File: config.mk
export PLATFORM = sky130hd
export DESIGN_NAME = utf8_to_utf16le_base64_encoder_flat
export DESIGN_NICKNAME = d
export VERILOG_FILES = /design/src/rtl/u2b_pkg.sv /design/src/rtl/u2b_req_if.sv /design/src/rtl/u2b_rsp_if.sv /design/src/rtl/u2b_queue.sv /design/src/rtl/u2b_front.sv /design/src/rtl/u2b_back.sv /design/src/rtl/utf8_to_utf16le_base64_encoder.sv /design/src/flat_wrapper.sv
export VERILOG_INCLUDE_DIRS = /design/src /design/src/rtl
export SDC_FILE = /design/constraint.sdc
export NUM_CORES = 1
export LEC_CHECK = 0
export BUFFER_PORTS_ARGS = -buffer_cell sky130_fd_sc_hd__buf_2
export CORE_UTILIZATION = 50
export CTS_CLUSTER_SIZE = 14
export DETAILED_ROUTE_END_ITERATION = 7
export PLACE_DENSITY = 0.66
export SYNTH_ARGS = -nofsm -noshare
export SYNTH_HDL_FRONTEND = slang
export SYNTH_SLANG_ARGS = --single-unit
File: constraint.sdc
create_clock -name clock -period 4.1 [get_ports clock]
set_clock_uncertainty 0.05 [all_clocks]
set_input_delay 0.615 -clock clock [delete_from_list [all_inputs] [get_ports clock]]
set_output_delay 0.615 -clock clock [all_outputs]
set_load 0.05 [all_outputs]
File: src/rtl/assert_macros.svh
`ifndef ASSERT_MACROS_SVH
`define ASSERT_MACROS_SVH

// condition holds at every edge outside reset
`define U2B_ASSERT_ALWAYS(label, clk, rst, cond, msg) \
   label: assert property (@(posedge clk) disable iff (rst) (cond)) else $error(msg);

// consequence holds in the same cycle as the antecedent
`define U2B_ASSERT_IMPLY(label, clk, rst, ante, cons, msg) \
   label: assert property (@(posedge clk) disable iff (rst) (ante) |-> (cons)) else $error(msg);

// consequence holds in the cycle after the antecedent
`define U2B_ASSERT_NEXT(label, clk, rst, ante, cons, msg) \
   label: assert property (@(posedge clk) disable iff (rst) (ante) |=> (cons)) else $error(msg);

`endif

File: src/rtl/u2b_pkg.sv
package u2b_pkg;

   localparam int BYTE_W          = 8;
   localparam int UNIT_W          = 16;
   localparam int CP_W            = 21;
   localparam int CHAR_W          = 7;
   localparam int SEXTET_W        = 6;
   localparam int BUF_W           = 21;
   localparam int BUF_CNT_W       = 5;
   localparam int HELD_MAX        = 3;
   localparam int UNITS_MAX       = 3;
   localparam int UCNT_W          = 2;
   localparam int QUEUE_DEPTH_DEF = 4;

   localparam logic [2:0] LEAD_BAD   = 3'd0;
   localparam logic [2:0] LEAD_ASCII = 3'd1;
   localparam logic [2:0] LEAD_TWO   = 3'd2;
   localparam logic [2:0] LEAD_THREE = 3'd3;
   localparam logic [2:0] LEAD_FOUR  = 3'd4;

   localparam logic [UNIT_W-1:0] REPL_UNIT = 16'hFFFD;
   localparam logic [UNIT_W-1:0] HI_SURR   = 16'hD800;
   localparam logic [UNIT_W-1:0] LO_SURR   = 16'hDC00;
   localparam logic [CP_W-1:0]   SUPP_BASE = 21'h10000;
   localparam logic [CHAR_W-1:0] PAD_CHAR  = 7'h3D;

   typedef struct packed {
      logic [UNIT_W-1:0] unit;
      logic              last;
   } u2b_unit_type;

   function automatic logic [2:0] lead_length(input logic [BYTE_W-1:0] b);
      logic [2:0] len;
      priority if (b[7] == 1'b0) len = LEAD_ASCII;
      else if (b[7:5] == 3'b110) len = LEAD_TWO;
      else if (b[7:4] == 4'b1110) len = LEAD_THREE;
      else if (b[7:3] == 5'b11110) len = LEAD_FOUR;
      else len = LEAD_BAD;
      return len;
   endfunction

   function automatic logic [CP_W-1:0] join_two(input logic [BYTE_W-1:0] b0,
                                                input logic [BYTE_W-1:0] b1);
      return {10'b0, b0[4:0], b1[5:0]};
   endfunction

   function automatic logic [CP_W-1:0] join_three(input logic [BYTE_W-1:0] b0,
                                                  input logic [BYTE_W-1:0] b1,
                                                  input logic [BYTE_W-1:0] b2);
      return {5'b0, b0[3:0], b1[5:0], b2[5:0]};
   endfunction

   function automatic logic [CP_W-1:0] join_four(input logic [BYTE_W-1:0] b0,
                                                 input logic [BYTE_W-1:0] b1,
                                                 input logic [BYTE_W-1:0] b2,
                                                 input logic [BYTE_W-1:0] b3);
      return {b0[2:0], b1[5:0], b2[5:0], b3[5:0]};
   endfunction

   function automatic logic [CHAR_W-1:0] b64_char(input logic [SEXTET_W-1:0] idx);
      logic [CHAR_W-1:0] wide;
      logic [CHAR_W-1:0] c;
      wide = {1'b0, idx};
      priority if (idx < 6'd26) c = wide + 7'd65;
      else if (idx < 6'd52) c = wide + 7'd71;
      else if (idx < 6'd62) c = wide - 7'd4;
      else if (idx == 6'd62) c = 7'd43;
      else c = 7'd47;
      return c;
   endfunction

endpackage

File: src/rtl/u2b_req_if.sv
interface u2b_req_if import u2b_pkg::*; ();
   logic              valid;
   logic              ready;
   logic [BYTE_W-1:0] in_byte;
   logic              is_last;

   modport source (output valid, in_byte, is_last, input ready);
   modport sink (input valid, in_byte, is_last, output ready);
endinterface

File: src/rtl/u2b_rsp_if.sv
interface u2b_rsp_if import u2b_pkg::*; ();
   logic              valid;
   logic              ready;
   logic [CHAR_W-1:0] out_char;
   logic              out_last;

   modport source (output valid, out_char, out_last, input ready);
   modport sink (input valid, out_char, out_last, output ready);
endinterface

File: src/rtl/u2b_queue.sv
module u2b_queue import u2b_pkg::*; #(
   parameter int QUEUE_DEPTH = QUEUE_DEPTH_DEF
) (
   input  logic         clock,
   input  logic         reset,
   input  logic         push_valid,
   output logic         push_ready,
   input  u2b_unit_type push_entry,
   output logic         pop_valid,
   input  logic         pop_ready,
   output u2b_unit_type pop_entry
);

   localparam int PTR_W = (QUEUE_DEPTH > 1) ? $clog2(QUEUE_DEPTH) : 1;
   localparam int CNT_W = $clog2(QUEUE_DEPTH + 1);

   u2b_unit_type      slot_ff [QUEUE_DEPTH];
   logic [PTR_W-1:0]  wr_ptr_ff, wr_ptr_in;
   logic [PTR_W-1:0]  rd_ptr_ff, rd_ptr_in;
   logic [CNT_W-1:0]  count_ff, count_in;
   logic              push;
   logic              pop;

   assign push_ready = (count_ff != CNT_W'(QUEUE_DEPTH));
   assign pop_valid  = (count_ff != '0);
   assign pop_entry  = slot_ff[rd_ptr_ff];
   assign push       = push_valid && push_ready;
   assign pop        = pop_valid && pop_ready;

   always_comb begin
      wr_ptr_in = wr_ptr_ff;
      rd_ptr_in = rd_ptr_ff;
      count_in  = count_ff;
      if (push) begin
         wr_ptr_in = (wr_ptr_ff == PTR_W'(QUEUE_DEPTH - 1)) ? '0 : wr_ptr_ff + 1'b1;
      end
      if (pop) begin
         rd_ptr_in = (rd_ptr_ff == PTR_W'(QUEUE_DEPTH - 1)) ? '0 : rd_ptr_ff + 1'b1;
      end
      if (push && !pop) begin
         count_in = count_ff + 1'b1;
      end else if (pop && !push) begin
         count_in = count_ff - 1'b1;
      end
   end

   always_ff @(posedge clock) begin
      if (reset) begin
         wr_ptr_ff <= '0;
         rd_ptr_ff <= '0;
         count_ff  <= '0;
      end else begin
         wr_ptr_ff <= wr_ptr_in;
         rd_ptr_ff <= rd_ptr_in;
         count_ff  <= count_in;
      end
   end

   always_ff @(posedge clock) begin
      if (push) begin
         slot_ff[wr_ptr_ff] <= push_entry;
      end
   end

endmodule

File: src/rtl/u2b_front.sv
`include "assert_macros.svh"

module u2b_front import u2b_pkg::*; (
   input  logic         clock,
   input  logic         reset,
   u2b_req_if.sink      req_ch,
   output logic         push_valid,
   input  logic         push_ready,
   output u2b_unit_type push_entry
);

   logic [HELD_MAX-1:0][BYTE_W-1:0]   held_ff, held_in;
   logic [1:0]                        hcnt_ff, hcnt_in;
   logic [2:0]                        need_ff, need_in;
   logic [UNITS_MAX-1:0][UNIT_W-1:0]  unit_ff, unit_in;
   logic [UCNT_W-1:0]                 ucnt_ff, ucnt_in;
   logic                              ulast_ff, ulast_in;

   logic [2:0]                        lead_len;
   logic [1:0]                        dec_hcnt;
   logic                              have_cp;
   logic [CP_W-1:0]                   cp;
   logic [CP_W-1:0]                   cp_off;
   logic [2:0]                        len_one;
   logic                              pair_taken;
   logic [UNITS_MAX-1:0][UNIT_W-1:0]  new_units;
   logic [UCNT_W-1:0]                 new_n;
   logic                              accept;
   logic                              push;

   assign push          = (ucnt_ff != '0) && push_ready;
   assign push_valid    = (ucnt_ff != '0);
   assign push_entry    = '{unit: unit_ff[0], last: ulast_ff && (ucnt_ff == 2'd1)};
   assign req_ch.ready  = (ucnt_ff == '0) || ((ucnt_ff == 2'd1) && push);
   assign accept        = req_ch.valid && req_ch.ready;

   // decode one byte against the held sequence
   always_comb begin
      lead_len = lead_length(req_ch.in_byte);
      held_in  = held_ff;
      dec_hcnt = hcnt_ff;
      need_in  = need_ff;
      have_cp  = 1'b0;
      cp       = '0;
      if (hcnt_ff == 2'd0) begin
         priority if (lead_len == LEAD_ASCII) begin
            have_cp = 1'b1;
            cp      = {13'b0, req_ch.in_byte};
         end else if (lead_len == LEAD_BAD) begin
            have_cp = 1'b1;
            cp      = {5'b0, REPL_UNIT};
         end else begin
            held_in[0] = req_ch.in_byte;
            dec_hcnt   = 2'd1;
            need_in    = lead_len;
         end
      end else if ((3'(hcnt_ff) + 3'd1) == need_ff) begin
         have_cp  = 1'b1;
         dec_hcnt = 2'd0;
         unique case (need_ff)
            LEAD_TWO:   cp = join_two(held_ff[0], req_ch.in_byte);
            LEAD_THREE: cp = join_three(held_ff[0], held_ff[1], req_ch.in_byte);
            default:    cp = join_four(held_ff[0], held_ff[1], held_ff[2], req_ch.in_byte);
         endcase
      end else begin
         unique case (hcnt_ff)
            2'd1:    held_in[1] = req_ch.in_byte;
            default: held_in[2] = req_ch.in_byte;
         endcase
         dec_hcnt = hcnt_ff + 2'd1;
      end
      hcnt_in = dec_hcnt;
      if (req_ch.is_last) begin
         hcnt_in = 2'd0;
         need_in = 3'd0;
      end
   end

   // turn the code point, or the cut-short tail, into UTF-16 units
   always_comb begin
      cp_off     = cp - SUPP_BASE;
      len_one    = lead_length(held_in[1]);
      pair_taken = 1'b0;
      new_units  = '0;
      new_n      = '0;
      if (have_cp) begin
         if (cp >= SUPP_BASE) begin
            new_units[0] = HI_SURR + {5'b0, cp_off[20:10]};
            new_units[1] = LO_SURR + {6'b0, cp_off[9:0]};
            new_n        = 2'd2;
         end else begin
            new_units[0] = cp[UNIT_W-1:0];
            new_n        = 2'd1;
         end
      end else if (req_ch.is_last && (dec_hcnt != 2'd0)) begin
         new_units[0] = REPL_UNIT;
         new_n        = 2'd1;
         if (dec_hcnt >= 2'd2) begin
            priority if (len_one == LEAD_ASCII) begin
               new_units[1] = {8'b0, held_in[1]};
            end else if ((len_one == LEAD_TWO) && (dec_hcnt == 2'd3)) begin
               new_units[1] = UNIT_W'(join_two(held_in[1], held_in[2]));
               pair_taken   = 1'b1;
            end else begin
               new_units[1] = REPL_UNIT;
            end
            new_n = 2'd2;
            if ((dec_hcnt == 2'd3) && !pair_taken) begin
               new_units[2] = (lead_length(held_in[2]) == LEAD_ASCII) ?
                              {8'b0, held_in[2]} : REPL_UNIT;
               new_n        = 2'd3;
            end
         end
      end
   end

   always_comb begin
      unit_in  = unit_ff;
      ucnt_in  = ucnt_ff;
      ulast_in = ulast_ff;
      if (accept) begin
         unit_in  = new_units;
         ucnt_in  = new_n;
         ulast_in = req_ch.is_last;
      end else if (push) begin
         unit_in[0] = unit_ff[1];
         unit_in[1] = unit_ff[2];
         ucnt_in    = ucnt_ff - 2'd1;
      end
   end

   always_ff @(posedge clock) begin
      if (reset) begin
         hcnt_ff  <= '0;
         need_ff  <= '0;
         ucnt_ff  <= '0;
         ulast_ff <= 1'b0;
      end else begin
         if (accept) begin
            hcnt_ff <= hcnt_in;
            need_ff <= need_in;
         end
         ucnt_ff  <= ucnt_in;
         ulast_ff <= ulast_in;
      end
   end

   always_ff @(posedge clock) begin
      if (accept) begin
         held_ff <= held_in;
      end
      unit_ff <= unit_in;
   end

   `U2B_ASSERT_IMPLY(a_held_below_len, clock, reset, hcnt_ff != 2'd0, need_ff > 3'(hcnt_ff), "held count reached sequence length")
   `U2B_ASSERT_NEXT(a_last_gives_unit, clock, reset, accept && req_ch.is_last, ucnt_ff != '0 && hcnt_ff == 2'd0, "final byte left no unit or a held sequence")

endmodule

File: src/rtl/u2b_back.sv
`include "assert_macros.svh"

module u2b_back import u2b_pkg::*; (
   input  logic         clock,
   input  logic         reset,
   input  logic         pop_valid,
   output logic         pop_ready,
   input  u2b_unit_type pop_entry,
   u2b_rsp_if.source    rsp_ch
);

   localparam logic [BUF_CNT_W-1:0] SEXTET_CNT = BUF_CNT_W'(SEXTET_W);
   localparam logic [BUF_CNT_W-1:0] UNIT_CNT   = BUF_CNT_W'(UNIT_W);

   logic [BUF_W-1:0]      bits_ff, bits_in;
   logic [BUF_CNT_W-1:0]  cnt_ff, cnt_in;
   logic                  lastp_ff, lastp_in;
   logic [1:0]            mod_ff, mod_in;
   logic                  ov_ff, ov_in;
   logic [CHAR_W-1:0]     char_ff, char_in;
   logic                  olast_ff, olast_in;

   logic                  slot_free;
   logic                  have_full;
   logic                  emit_full;
   logic                  emit_part;
   logic                  emit_pad;
   logic                  emit;
   logic                  emit_final;
   logic [BUF_CNT_W-1:0]  cnt_left;
   logic [1:0]            mod_next;
   logic                  pop;
   logic [BUF_W-1:0]      shifted;
   logic [UNIT_W-1:0]     le_bytes;

   assign slot_free  = !ov_ff || rsp_ch.ready;
   assign have_full  = (cnt_ff >= SEXTET_CNT);
   assign emit_full  = slot_free && have_full;
   assign emit_part  = slot_free && lastp_ff && !have_full && (cnt_ff != '0);
   assign emit_pad   = slot_free && lastp_ff && (cnt_ff == '0) && (mod_ff != 2'd0);
   assign emit       = emit_full || emit_part || emit_pad;
   assign mod_next   = mod_ff + 2'd1;
   assign cnt_left   = emit_full ? (cnt_ff - SEXTET_CNT) : (emit_part ? '0 : cnt_ff);
   assign emit_final = emit && lastp_ff && (cnt_left == '0) && (mod_next == 2'd0);
   assign pop_ready  = !lastp_ff && (cnt_left < SEXTET_CNT);
   assign pop        = pop_valid && pop_ready;
   assign le_bytes   = {pop_entry.unit[7:0], pop_entry.unit[15:8]};
   assign shifted    = (emit_full || emit_part) ? (bits_ff << SEXTET_W) : bits_ff;

   always_comb begin
      bits_in  = shifted;
      cnt_in   = cnt_left;
      lastp_in = lastp_ff;
      mod_in   = emit ? mod_next : mod_ff;
      if (pop) begin
         bits_in  = shifted | ({le_bytes, {(BUF_W - UNIT_W){1'b0}}} >> cnt_left);
         cnt_in   = cnt_left + UNIT_CNT;
         lastp_in = pop_entry.last;
      end else if (emit_final) begin
         lastp_in = 1'b0;
      end
   end

   always_comb begin
      ov_in    = ov_ff;
      char_in  = char_ff;
      olast_in = olast_ff;
      if (emit) begin
         ov_in    = 1'b1;
         char_in  = emit_pad ? PAD_CHAR : b64_char(bits_ff[BUF_W-1 -: SEXTET_W]);
         olast_in = emit_final;
      end else if (rsp_ch.ready) begin
         ov_in = 1'b0;
      end
   end

   always_ff @(posedge clock) begin
      if (reset) begin
         bits_ff  <= '0;
         cnt_ff   <= '0;
         lastp_ff <= 1'b0;
         mod_ff   <= '0;
         ov_ff    <= 1'b0;
      end else begin
         bits_ff  <= bits_in;
         cnt_ff   <= cnt_in;
         lastp_ff <= lastp_in;
         mod_ff   <= mod_in;
         ov_ff    <= ov_in;
      end
   end

   always_ff @(posedge clock) begin
      char_ff  <= char_in;
      olast_ff <= olast_in;
   end

   assign rsp_ch.valid    = ov_ff;
   assign rsp_ch.out_char = char_ff;
   assign rsp_ch.out_last = olast_ff;

   `U2B_ASSERT_ALWAYS(a_buf_bound, clock, reset, cnt_ff <= BUF_CNT_W'(BUF_W), "bit buffer overflow")
   `U2B_ASSERT_ALWAYS(a_buf_clean, clock, reset, (bits_ff << cnt_ff) == '0, "stale bits below buffer fill")
   `U2B_ASSERT_NEXT(a_final_clears, clock, reset, emit_final, cnt_ff == '0 && mod_ff == 2'd0 && !lastp_ff, "encoder not idle after final character")

endmodule

File: src/rtl/utf8_to_utf16le_base64_encoder.sv
// channel   dir  fields               transaction
// req_ch    in   in_byte, is_last     one UTF-8 byte, is_last on the final byte
// rsp_ch    out  out_char, out_last   one Base64 character, out_last on the final one
//
// Front side takes one byte a cycle while it yields at most one UTF-16 unit;
// a surrogate pair or a cut-short tail, or a full unit queue, holds it back.
// Back side shifts 16 bits per unit out as 6-bit digits, one character a
// cycle through the output register while rsp_ch.ready is high.
// Reset is synchronous and clears all counters at once; no clearing pass.
// rsp_ch.ready low holds the character; the unit queue absorbs front/back skew.
module utf8_to_utf16le_base64_encoder import u2b_pkg::*; #(
   parameter int QUEUE_DEPTH = QUEUE_DEPTH_DEF
) (
   input  logic        clock,
   input  logic        reset,
   u2b_req_if.sink     req_ch,
   u2b_rsp_if.source   rsp_ch
);

   logic         push_valid;
   logic         push_ready;
   u2b_unit_type push_entry;
   logic         pop_valid;
   logic         pop_ready;
   u2b_unit_type pop_entry;

   u2b_front u_front (
      .clock      (clock),
      .reset      (reset),
      .req_ch     (req_ch),
      .push_valid (push_valid),
      .push_ready (push_ready),
      .push_entry (push_entry)
   );

   u2b_queue #(
      .QUEUE_DEPTH (QUEUE_DEPTH)
   ) u_queue (
      .clock      (clock),
      .reset      (reset),
      .push_valid (push_valid),
      .push_ready (push_ready),
      .push_entry (push_entry),
      .pop_valid  (pop_valid),
      .pop_ready  (pop_ready),
      .pop_entry  (pop_entry)
   );

   u2b_back u_back (
      .clock     (clock),
      .reset     (reset),
      .pop_valid (pop_valid),
      .pop_ready (pop_ready),
      .pop_entry (pop_entry),
      .rsp_ch    (rsp_ch)
   );

endmodule
File: src/flat_wrapper.sv
// flat-port wrapper written by rule: the top's interface ports become plain ports
module utf8_to_utf16le_base64_encoder_flat import u2b_pkg::*;
#(
   parameter int QUEUE_DEPTH = QUEUE_DEPTH_DEF
)
  (clock, reset, req_ch_valid, req_ch_in_byte, req_ch_is_last, req_ch_ready, rsp_ch_valid, rsp_ch_out_char, rsp_ch_out_last, rsp_ch_ready);
  u2b_req_if req_ch_i ();
  u2b_rsp_if rsp_ch_i ();
  input  logic clock;
  input  logic reset;
  input wire logic [$bits(req_ch_i.valid)-1:0] req_ch_valid;
  input wire logic [$bits(req_ch_i.in_byte)-1:0] req_ch_in_byte;
  input wire logic [$bits(req_ch_i.is_last)-1:0] req_ch_is_last;
  output wire logic [$bits(req_ch_i.ready)-1:0] req_ch_ready;
  output wire logic [$bits(rsp_ch_i.valid)-1:0] rsp_ch_valid;
  output wire logic [$bits(rsp_ch_i.out_char)-1:0] rsp_ch_out_char;
  output wire logic [$bits(rsp_ch_i.out_last)-1:0] rsp_ch_out_last;
  input wire logic [$bits(rsp_ch_i.ready)-1:0] rsp_ch_ready;
  assign req_ch_i.valid = req_ch_valid;
  assign req_ch_i.in_byte = req_ch_in_byte;
  assign req_ch_i.is_last = req_ch_is_last;
  assign req_ch_ready = req_ch_i.ready;
  assign rsp_ch_valid = rsp_ch_i.valid;
  assign rsp_ch_out_char = rsp_ch_i.out_char;
  assign rsp_ch_out_last = rsp_ch_i.out_last;
  assign rsp_ch_i.ready = rsp_ch_ready;
  utf8_to_utf16le_base64_encoder #(.QUEUE_DEPTH(QUEUE_DEPTH)) u_core (.clock(clock), .reset(reset), .req_ch(req_ch_i), .rsp_ch(rsp_ch_i));
endmodule
==> results of run 1 <==
==> worst max-delay path, stage by stage, from the launching register on <==
cell and delay [ns]:
dfxtp_1 0.50, inv_1 0.16, ha_1 0.38, xnor2_1 0.46, nand4_1 0.20, nor2_1 0.29
nand2_1 0.14, inv_1 0.09, ha_1 0.14, o211a_1 0.15, a31o_2 0.40, nand3_2 0.33
o211ai_1 0.30
==> final timing paths <==
path                                      to  slack (ns)
setup / recovery  u_core.u_front.unit_ff[16]        0.33
hold / removal       u_core.u_front.ulast_ff        0.41
setup reg to reg  u_core.u_front.unit_ff[16]        0.33
hold reg to reg      u_core.u_front.ulast_ff        0.41
==> flip-flops by register name (all words and copies together), names as in the netlist, 2 cells and up, named ones only <==
register / cells
u_core.u_front.held_ff: 21
u_core.u_queue.slot_ff: 68
u_core.u_back.rsp_ch.out_char: 7
u_core.u_back.cnt_ff: 5
u_core.u_queue.rd_ptr_ff: 2
u_core.u_front.need_ff: 3
u_core.u_queue.count_ff: 3
u_core.u_front.ucnt_ff: 2
u_core.u_front.hcnt_ff: 2
u_core.u_back.mod_ff: 2
u_core.u_queue.wr_ptr_ff: 2
u_core.u_back.bits_ff: 21
u_core.u_front.unit_ff: 21
u_core.u_front.push_entry: 16
==> what timing repair did <==
| item | in CTS | in global routing |
|---|---|---|
| gates resized for setup | 0 | 1 |
| hold buffers | 0 | 0 |
| endpoints found under the setup margin | 0 | 15 |
| buffers inserted | 0 | 0 |
==> where the power goes <==
| group | internal [mW] | switching (mW) | total, mW |
|---|---|---|---|
| combinational | 1.20 | 2.02 | 3.22 |
| clock | 1.03 | 0.694 | 1.72 |
| sequential | 2.85 | 0.395 | 3.25 |
==> Yosys cell counts (3+ instances only) <==
cell	instances
nand4_1	5
mux4_2	17
a22oi_1	4
buf_2	16
nand2b_1	9
nor2b_1	7
a31oi_1	23
or2_2	4
a32o_1	4
and2_1	8
buf_1	3
nor2_1	85
o31ai_1	5
a21oi_1	37
a211oi_1	5
ha_1	21
dfxtp_1	47
o22ai_1	3
o221ai_1	9
mux2_2	23
nand2_1	103
and4b_1	4
o211ai_1	13
or3_1	5
o21a_1	4
xor2_1	3
edfxtp_1	134
mux2i_1	46
a21o_1	5
nand3_1	19
xnor2_1	3
clkbuf_1	26
a32oi_1	3
nor4_1	3
nor3_1	18
inv_1	29
o21ai_0	35
==> cells by family (layout without fill, tap and decap cells) <==
| family | count (synthesis) | count (layout) | synth area share, % |
|---|---|---|---|
| AO/OA/AOI/OAI | 178 | 178 | 13.17 |
| AND/OR/NAND/NOR | 282 | 282 | 13.89 |
| buffers and inverters | 76 | 100 | 3.369 |
| XOR/XNOR | 8 | 8 | 0.9165 |
| multiplexers | 88 | 88 | 12.14 |
| flip-flops | 181 | 181 | 53.47 |
| adder cells (fa/ha/maj) | 22 | 22 | 3.045 |
==> per-stage QoR <==
| stage | setup slack (ns) | area [sq um] | std cells | total power [mW] | util, % |
|---|---|---|---|---|---|
| 6_report | 0.3307 | 10240 | 1088 | 8.196 | 56.63 |
| 5_1_grt | 0.03448 | 10240 | 1088 | 8.697 | 56.63 |
| 4_1_cts | 0.1408 | 10240 | 1088 | 8.250 | 56.60 |
| 3_5_place_dp | 0.1806 | 9608 | 1056 | 6.512 | 53.12 |
| 3_3_place_gp | 0.3752 | 9608 | 1056 | 6.414 | 53.12 |
| 2_1_floorplan | 0.7401 | 9285 | 835 | 5.584 | - |
==> cell type report <==
class | count | area share [%]
repair buffers | 38 | 2.248
inverters | 30 | 1.099
multi-input cells | 578 | 39.24
well taps | 229 | 2.797
flip-flops and latches | 181 | 48.47
clock inverters | 14 | 1.955
clock buffers | 18 | 4.190
==> metal layers <==
metal / wire length, um / vias to the layer above / global-route usage [%]
met3: 773 / 47 / 4.053
li1: - / 3140 / -
met1: 8812 / 3224 / 27.76
met4: 748 / 0 / 10.88
met5: 0 / - / 0
met2: 11550 / 185 / 43.45
==> impl_metrics.csv, run 1 <==
group,metric,value,unit
clocking,tritoncts.num_buffers,17,
synthesis,synth_edf_count,134,
synthesis,ys_top_cells_by_area,"edfxtp_1 43%, dfxtp_1 10%, mux2i_1 5.0%",
sta,worst-slew-pin-transition,0.9175,ns
setup_path,worstSetupPathType,"reg -> reg",
grt,grt_max_degree,31,
clocking,tritoncts,"yes",
grt,grt_use_total,23.95,%
cells_and_area,multi_input_area,4019,sq um
grt,grt_pass1_wl,35.18,mm
synthesis,yosys_warnings,0,
setup_path,cp.arrival,3.97,ns
setup_path,worst-r2r-cell-count,12,
clocking,clkLatencyLatePin,0.42,ns
synthesis,async_flop_share,0,%
cells_and_area,register_area,4965,sq um
sta,period_needed,3.769,ns
route,drt_first_pass_iters,5,
route,drc,0,
floorplan,pin_count,23,
cells_and_area,final_cell_mix,"134 x edfxtp_1, 103 x nand2_1, 85 x nor2_1, 47 x dfxtp_1, 46 x mux2i_1",
setup_path,path_max_fanout,21,
route,drtIter0Drc,494,
grt,antenna_found_initial,0,
synthesis,synth_cell_types,76,
cells_and_area,layout_commonest_cell,"edfxtp_1",
grt,grt-ovfl-total,0,
setup_path,crit_path_start,"u_core.u_front.hcnt_ff[0]",
cells_and_area,antenna_cells,0,
place,dp_hpwl,16.20,mm
job,maxCapViolCount,0,
synthesis,syn_inst,835,
synthesis,synth_fp_nets,870,
cells_and_area,fill_cells,1514,
sta,rsz0062_at_grt,"no",
clocking,htreeDepth,4,
route,num_vias,6596,
route,drt_wl_total,21.89,mm
synthesis,avgSynthCellArea,11.12,sq um
clocking,cts.sinks,181,
clocking,clk_path_buf_depth,2,
floorplan,rows,49,
route,wl_per_cell,20.11,um
floorplan,die_area,19120,sq um
cells_and_area,areaGrowthSynthToFinish,10.31,%
hold_path,hold_path_depth,2,
synthesis,synth_top_cell_area_share,43.34,%
clocking,clk_pin_slew,0.07,ns
synthesis,synth-seq-cells,181,
synthesis,yosysSeqAreaShare,53.47,%
sta,fin_tns_setup,0,ns
route,ant_nets,0,
setup_path,r2r-start,"u_core.u_front.hcnt_ff[0]",
sta,maxSlewViolCount,0,
sta,relSlewSlack,38.84,%
place,gp_congestion,0.9687,
grt,grt_pass1_vias,6637,
sta,hold_viol_final,0,
place,io_buffers,22,
synthesis,ys.flop_type,"edfxtp_1",
hold_path,hp-start,"u_core.u_front.ulast_ff",
route,via_per_inst,6.063,
setup_path,cp-start-kind,"flop",
floorplan,die_y,138.3,um
pwr,power_density,800.2,nW/um^2
pwr,vdd_drop_max,0.3550,mV
setup_path,worst_setup_path_end_kind,"flop",
run_status,status,"finished clean",
sta,fmax,265.3,MHz
hold_path,min_path_type,"reg -> reg",
floorplan,fp.coreArea,18090,sq um
sta,period_share,91.93,%
setup_path,cp_data_required_time,4.30,ns
synthesis,yosysTopAreaCell,"edfxtp_1",
cells_and_area,drive_above_1_share,15.02,%
synthesis,synth_area,9285,sq um
cells_and_area,nets,881,
floorplan,dieWidth,138.3,um
sta,setup_viol,0,
pwr,leakagePower,3.665,nW
clocking,root_buffer,"clkbuf_16",
sta,hold_slack,0.4068,ns
floorplan,initial_core_util,51.34,%
No activity file was read; power rests on OpenSTA's default activity.
==> run 2, diff against run 1 <==
ABC_CLOCK_PERIOD_IN_PS = 4900   (was default)
clock period = 4.9 ns   (was 4.1 ns; I/O delays follow)
==> run 2 against run 1 <==
Register-to-register slack better by 0.45 ns. Worst setup slack better by 0.45 ns. Fmax down 8.4%. Core utilization shrank 0.59 points. Routed wire length is 1.2% higher. Critical endpoint unchanged.
==> impl_metrics.csv, run 2 (synthesis results as in run 1) <==
group,metric,value,unit
run_status,status,"finished clean",
sta,hold_slack,0.4019,ns
grt,grt_use_total,23.64,%
pwr,p_clk_share,19.7,%
floorplan,fp.coreArea,18090,sq um
cells_and_area,largest_register_ffs,68,
pwr,power_density,664.2,nW/um^2
clocking,cts_resized,0,
route,via_per_inst,6.073,
setup_path,worst_setup_path_end_kind,"flop",
setup_path,regToRegSetupSlack,0.78,ns
cells_and_area,nets,874,
route,wl_met3,792,um
sta,rsz0062_at_grt,"no",
clocking,clkLatencyLatePin,0.43,ns
cells_and_area,regMostFlops,"u_core.u_queue.slot_ff",
setup_path,path_max_fanout,21,
sta,setup_viol,0,
setup_path,cp-start-kind,"flop",
route,drt_first_pass_iters,5,
sta,worst-slew-pin-transition,1.134,ns
place,io_buffers,22,
pwr,comb_power_share,39.5,%
setup_path,cp_slowest_stage_delay,0.50,ns
setup_path,cp_top_family,"simple AND/OR/NAND/NOR gates",
grt,grt_pass1_vias,6468,
sta,hold_viol_final,0,
route,wl_per_cell,20.48,um
grt,grt_pass1_wl,34.49,mm
floorplan,dieWidth,138.3,um
cells_and_area,drive_above_1_share,14.44,%
cells_and_area,final_cell_mix,"134 x edfxtp_1, 103 x nand2_1, 85 x nor2_1, 47 x dfxtp_1, 46 x mux2i_1",
grt,grt-ovfl-total,0,
floorplan,initial_core_util,51.34,%
pwr,vdd_drop_max,0.3386,mV
route,ant_nets,0,
place,dp_hpwl,16.28,mm
setup_path,crit_chain,"inv_1, ha_1, xnor2_1, nand4_1, buf_4, nor2_1, nand2_1, inv_1, ha_1, o211a_1, a31o_2, nand3_1, o211ai_1",
cells_and_area,fin_util,56.04,%
route,highest_layer,"met4",
floorplan,die_y,138.3,um
floorplan,die_area,19120,sq um
clocking,tritoncts.num_buffers,17,
cells_and_area,antenna_cells,0,
sta,relSlewSlack,24.20,%
sta,fmax,242.9,MHz
pwr,p_int,4.062,mW
hold_path,min_path_type,"reg -> reg",
clocking,htreeDepth,4,
clocking,post-cts-setup-buffer-count,0,
cells_and_area,areaGrowthSynthToFinish,9.149,%
job,maxCapViolCount,0,
sta,fin_tns_setup,0,ns
clocking,root_buffer,"clkbuf_16",
clocking,cts_hold_repair.buffers,0,
place,gp_congestion,0.9828,
route,drtIter0Drc,509,
clocking,clk_pin_slew,0.07,ns
floorplan,pin_count,23,
pwr,switching_power,2.670,mW
setup_path,cp_slowest_cell,"dfxtp_1",
route,drc,0,
pwr,switching_share,39.65,%
clocking,tritoncts,"yes",
sta,period_share,84.00,%
cells_and_area,layout_commonest_cell,"edfxtp_1",
floorplan,rows,49,
route,num_vias,6565,
grt,grt_max_degree,44,
pwr,leakagePower,3.611,nW
route,m1WireLength,8.847,mm
route,wl_met2,11.51,mm
setup_path,cp.arrival,4.31,ns
pwr,seqPwrFrac,40.8,%
sta,period_needed,4.116,ns
grt,antenna_found_initial,0,
route,drt_wl_total,22.14,mm
clocking,clk_path_buf_depth,2,
setup_path,worstSetupPathType,"reg -> reg",
sta,maxSlewViolCount,0,
setup_path,path_buf_inv,3,
setup_path,cp_data_required_time,5.09,ns
clocking,cts.sinks,181,
==> run 2: cell count changes in the layout (fill, tap and decap cells not counted) <==
cell,change
nand3_2,-1
buf_4,-7
inv_6,+4
clkinv_1,-1
inv_8,+4
clkbuf_1,-1
nand3_1,+1
clkinv_8,+2
bufinv_16,-4
clkinv_4,-4
==> run 2: final cells by class <==
type | count | area, sq um
tap | 229 | 286.5
sequential | 181 | 4965
fill | 1508 | 7951
clock inverter | 15 | 153.9
inverter | 30 | 112.6
multi-input combinational | 578 | 4014
timing repair buffer | 31 | 177.7
clock buffer | 17 | 425.4
==> run 2: worst min-delay path, stage by stage, from the launching register on <==
cell and delay (ns):
dfxtp_1 0.31, nand2_1 0.05, a21oi_1 0.05
==> run 2: path summary, 6_finish.rpt <==
kind                             start                          to  cells past startpoint
max          u_core.u_front.hcnt_ff[0]  u_core.u_front.unit_ff[16]                     13
min            u_core.u_front.ulast_ff     u_core.u_front.ulast_ff                      2
max reg2reg  u_core.u_front.hcnt_ff[0]  u_core.u_front.unit_ff[16]                     13
min reg2reg    u_core.u_front.ulast_ff     u_core.u_front.ulast_ff                      2
==> run 2: stage by stage <==
step | power (mW) | std cells | cell area [sq um] | setup WS (ns)
2_1_floorplan | 4.673 | 835 | 9285 | 1.540
3_3_place_gp | 5.342 | 1049 | 9555 | 1.099
3_5_place_dp | 5.440 | 1049 | 9555 | 0.8785
4_1_cts | 6.766 | 1081 | 10130 | 0.8179
5_1_grt | 7.140 | 1081 | 10130 | 0.4572
6_report | 6.732 | 1081 | 10130 | 0.7838
==> run 2: power groups by stage <==
| stage | Clock [mW] | Sequential, mW | Combinational [mW] |
|---|---|---|---|
| 6_report | 1.33 | 2.74 | 2.66 |
| 2_1_floorplan | 0 | 2.72 | 1.96 |
| 3_3_place_gp | 0 | 2.74 | 2.60 |
| 4_1_cts | 1.35 | 2.74 | 2.67 |
| 5_1_grt | 1.41 | 2.80 | 2.93 |
| 3_5_place_dp | 0 | 2.78 | 2.66 |
==> run 2: metal layers <==
layer / vias up / global-route usage [%]
li1: 3128 / -
met1: 3199 / 27.21
met2: 186 / 42.37
met3: 52 / 3.914
met4: 0 / 12.48
met5: - / 0
==> run 3, diff against run 2 <==
ABC_AREA = 1   (was default)
ABC_CLOCK_PERIOD_IN_PS = 4300   (was 4900)
clock period = 4.3 ns   (was 4.9 ns; I/O delays follow)
==> run 3 against run 2 <==
Cell area rose by 2.6%. Sequential power rose by 8.0%. Core utilization fell by 0.42 points. Final cell count rose by 26%. Synthesized area rose by 2.8%. First-iteration DRC count rose by 11%. Global-route usage fell by 0.42 points. Fmax rose by 21%. Total power rose by 11%. Synthesized cell count rose by 31%. Hold slack got worse by 0.011 ns. Highest routed layer unchanged.
==> impl_metrics.csv, run 3 <==
group,metric,value,unit
route,drt_wl_total,21.60,mm
cells_and_area,final_cell_mix,"261 x nand2_1, 134 x edfxtp_1, 122 x inv_1, 95 x o21ai_0, 93 x nor2_1",
route,num_vias,7360,
route,drc,0,
sta,layout_setup_ws,0.9109,ns
clocking,htreeDepth,4,
setup_path,cp_slowest_stage_delay,0.47,ns
hold_path,hold_path_depth,1,
clocking,root_buffer,"clkbuf_16",
setup_path,crit_chain,"inv_1, ha_1, inv_2, nand4_2, inv_2, nand3_2, inv_1, ha_1, nand2_1, nor2_1, nand2_1, nor2_1, nand2_4, nand2_4, nand3_4, inv_2, nand2_1, nand3_1",
setup_path,r2r-start,"u_core.u_front.hcnt_ff[0]",
setup_path,cp_top_family,"simple AND/OR/NAND/NOR gates",
cells_and_area,layout_commonest_cell,"nand2_1",
synthesis,synth-seq-cells,181,
clocking,clk_path_buf_depth,2,
floorplan,dieWidth,140.2,um
sta,hold_viol_final,0,
synthesis,avgSynthCellArea,8.708,sq um
floorplan,rows,50,
clocking,clkLatencyLatePin,0.44,ns
sta,setup_viol,0,
grt,grt_max_degree,37,
route,drtIter0Drc,566,
cells_and_area,nets,1145,
setup_path,worst-r2r-cell-count,18,
synthesis,yosysTopAreaCell,"edfxtp_1",
hold_path,min_path_type,"in -> reg",
pwr,vdd_drop_max,0.3235,mV
floorplan,pin_count,23,
route,wl_per_cell,15.92,um
grt,grt_use_total,23.22,%
cells_and_area,areaGrowthSynthToFinish,8.993,%
synthesis,yosys-top-cells-count,"261 x nand2_1, 134 x edfxtp_1, 122 x inv_1",
cells_and_area,regMostFlops,"u_core.u_queue.slot_ff",
hold_path,worstHoldEndpoint,"u_core.u_front.held_ff[2]",
clocking,cts.sinks,181,
route,via_per_inst,5.424,
grt,grt_pass1_vias,6979,
clocking,cts_hold_repair.buffers,0,
cells_and_area,drive_above_1_share,10.69,%
floorplan,initial_core_util,51.02,%
sta,fmax,295.1,MHz
clocking,post-cts-setup-buffer-count,0,
route,drt_first_pass_iters,5,
clocking,clk_pin_slew,0.07,ns
synthesis,yosys_warnings,0,
cells_and_area,largest_register_ffs,68,
floorplan,fp.coreArea,18710,sq um
clocking,tritoncts.num_buffers,17,
pwr,leakagePower,4.327,nW
sta,fin_tns_setup,0,ns
synthesis,synth_area,9544,sq um
setup_path,regToRegSetupSlack,0.91,ns
setup_path,worst_setup_path_end_kind,"flop",
synthesis,ys_top_cells_by_area,"edfxtp_1 42%, nand2_1 10%, dfxtp_1 9.9%",
setup_path,cp_data_required_time,4.55,ns
setup_path,r2r_end,"u_core.u_front.unit_ff[22]",
setup_path,cp.arrival,3.64,ns
synthesis,ys.flop_type,"edfxtp_1",
synthesis,synth_cell_types,52,
synthesis,async_flop_share,0,%
route,ant_nets,0,
setup_path,path_max_fanout,15,
hold_path,hp-start,"req_ch_in_byte[2]",
synthesis,syn_inst,1096,
grt,grt-ovfl-total,0,
setup_path,worstSetupPathType,"reg -> reg",
sta,worst-slew-pin-transition,1.043,ns
grt,antenna_found_initial,0,
synthesis,yosysMostFrequentCell,"nand2_1",
sta,relSlewSlack,30.40,%
run_status,status,"finished clean",
floorplan,die_area,19640,sq um
floorplan,die_y,140.2,um
cells_and_area,antenna_cells,0,
place,gp_congestion,0.9552,
sta,rsz0062_at_grt,"no",
sta,maxSlewViolCount,0,
place,dp_hpwl,15.26,mm
synthesis,synth_fp_nets,1131,
job,maxCapViolCount,0,
synthesis,yosysSeqAreaShare,52.02,%
pwr,power_density,718.4,nW/um^2
place,pre_cts_slack,0.9789,ns
clocking,tritoncts,"yes",
synthesis,synth_edf_count,134,
sta,period_needed,3.389,ns
setup_path,cp-start-kind,"flop",
synthesis,synth_top_cell_area_share,42.16,%
setup_path,path_buf_inv,5,
sta,period_share,78.82,%
place,io_buffers,22,
setup_path,cp_slowest_cell,"dfxtp_1",
clocking,cts_resized,0,
grt,grt_pass1_wl,35.42,mm
-- run 3: changes by cell type in the layout (fill, tap and decap cells not counted), moves of 17 or more --
cell | before | now
mux2_2 | 23 | 0
mux4_2 | 17 | 0
inv_1 | 29 | 122
mux2i_1 | 46 | 5
o21ai_0 | 35 | 95
nand3_1 | 19 | 71
nand2_1 | 103 | 261
-- run 3: worst max path at each step --
stage | end | from | slack, ns | cells after the start
2_1_floorplan | u_core.u_front.push_entry[10] | u_core.u_front.ucnt_ff[0] | 1.44 | 12
3_3_place_gp | u_core.u_queue.count_ff[2] | rsp_ch_ready | 1.01 | 19
3_5_place_dp | u_core.u_front.unit_ff[22] | u_core.u_front.hcnt_ff[0] | 0.98 | 18
4_1_cts | u_core.u_front.unit_ff[22] | u_core.u_front.hcnt_ff[0] | 0.95 | 18
5_1_grt | u_core.u_front.unit_ff[21] | u_core.u_front.hcnt_ff[0] | 0.60 | 21
6_report | u_core.u_front.unit_ff[22] | u_core.u_front.hcnt_ff[0] | 0.91 | 18
-- run 3: power breakdown --
| part | leakage [nW] | internal (mW) | switching, mW |
|---|---|---|---|
| logic | 2.40 | 0.884 | 2.11 |
| registers | 1.65 | 2.68 | 0.280 |
| clock network | 0.276 | 0.823 | 0.693 |
-- run 3: cells by family after synthesis --
group,synth area share [%]
DFF,52.02
xor gates and xnor gates,0.9045
AOI/OAI and AO/OA,13.16
adders and majority gates,2.963
buffers and inverters,7.486
muxes,0.5244
and+or+nand+nor,22.94
-- run 3: stage by stage --
| step | std cells | total power, mW | util (%) | hold WS, ns | instance area, sq um |
|---|---|---|---|---|---|
| 2_1_floorplan | 1096 | 5.190 | - | 0.3950 | 9544 |
| 5_1_grt | 1357 | 8.000 | 55.61 | 0.3846 | 10400 |
| 6_report | 1357 | 7.473 | 55.61 | 0.3907 | 10400 |
| 4_1_cts | 1357 | 7.502 | 55.61 | 0.3847 | 10400 |
| 3_3_place_gp | 1325 | 5.952 | 52.54 | 0.4063 | 9828 |
| 3_5_place_dp | 1325 | 5.983 | 52.54 | 0.4122 | 9828 |
-- run 3: area by class of cell --
cell class,instances,area (sq um)
clock buffer,22,486.7
clock inverter,10,87.58
fill,1732,8303
inverter,136,520.5
multi-input combinational,742,3865
sequential,181,4965
tap,234,292.8
timing repair buffer,32,185.2
-- run 3: metal layers --
metal	global-route usage, %	vias up	share of wire, %
li1	-	3717	-
met1	28.52	3427	44
met2	41.13	188	51
met3	4.034	28	4.0
met4	7.981	0	1.6
met5	0	-	0
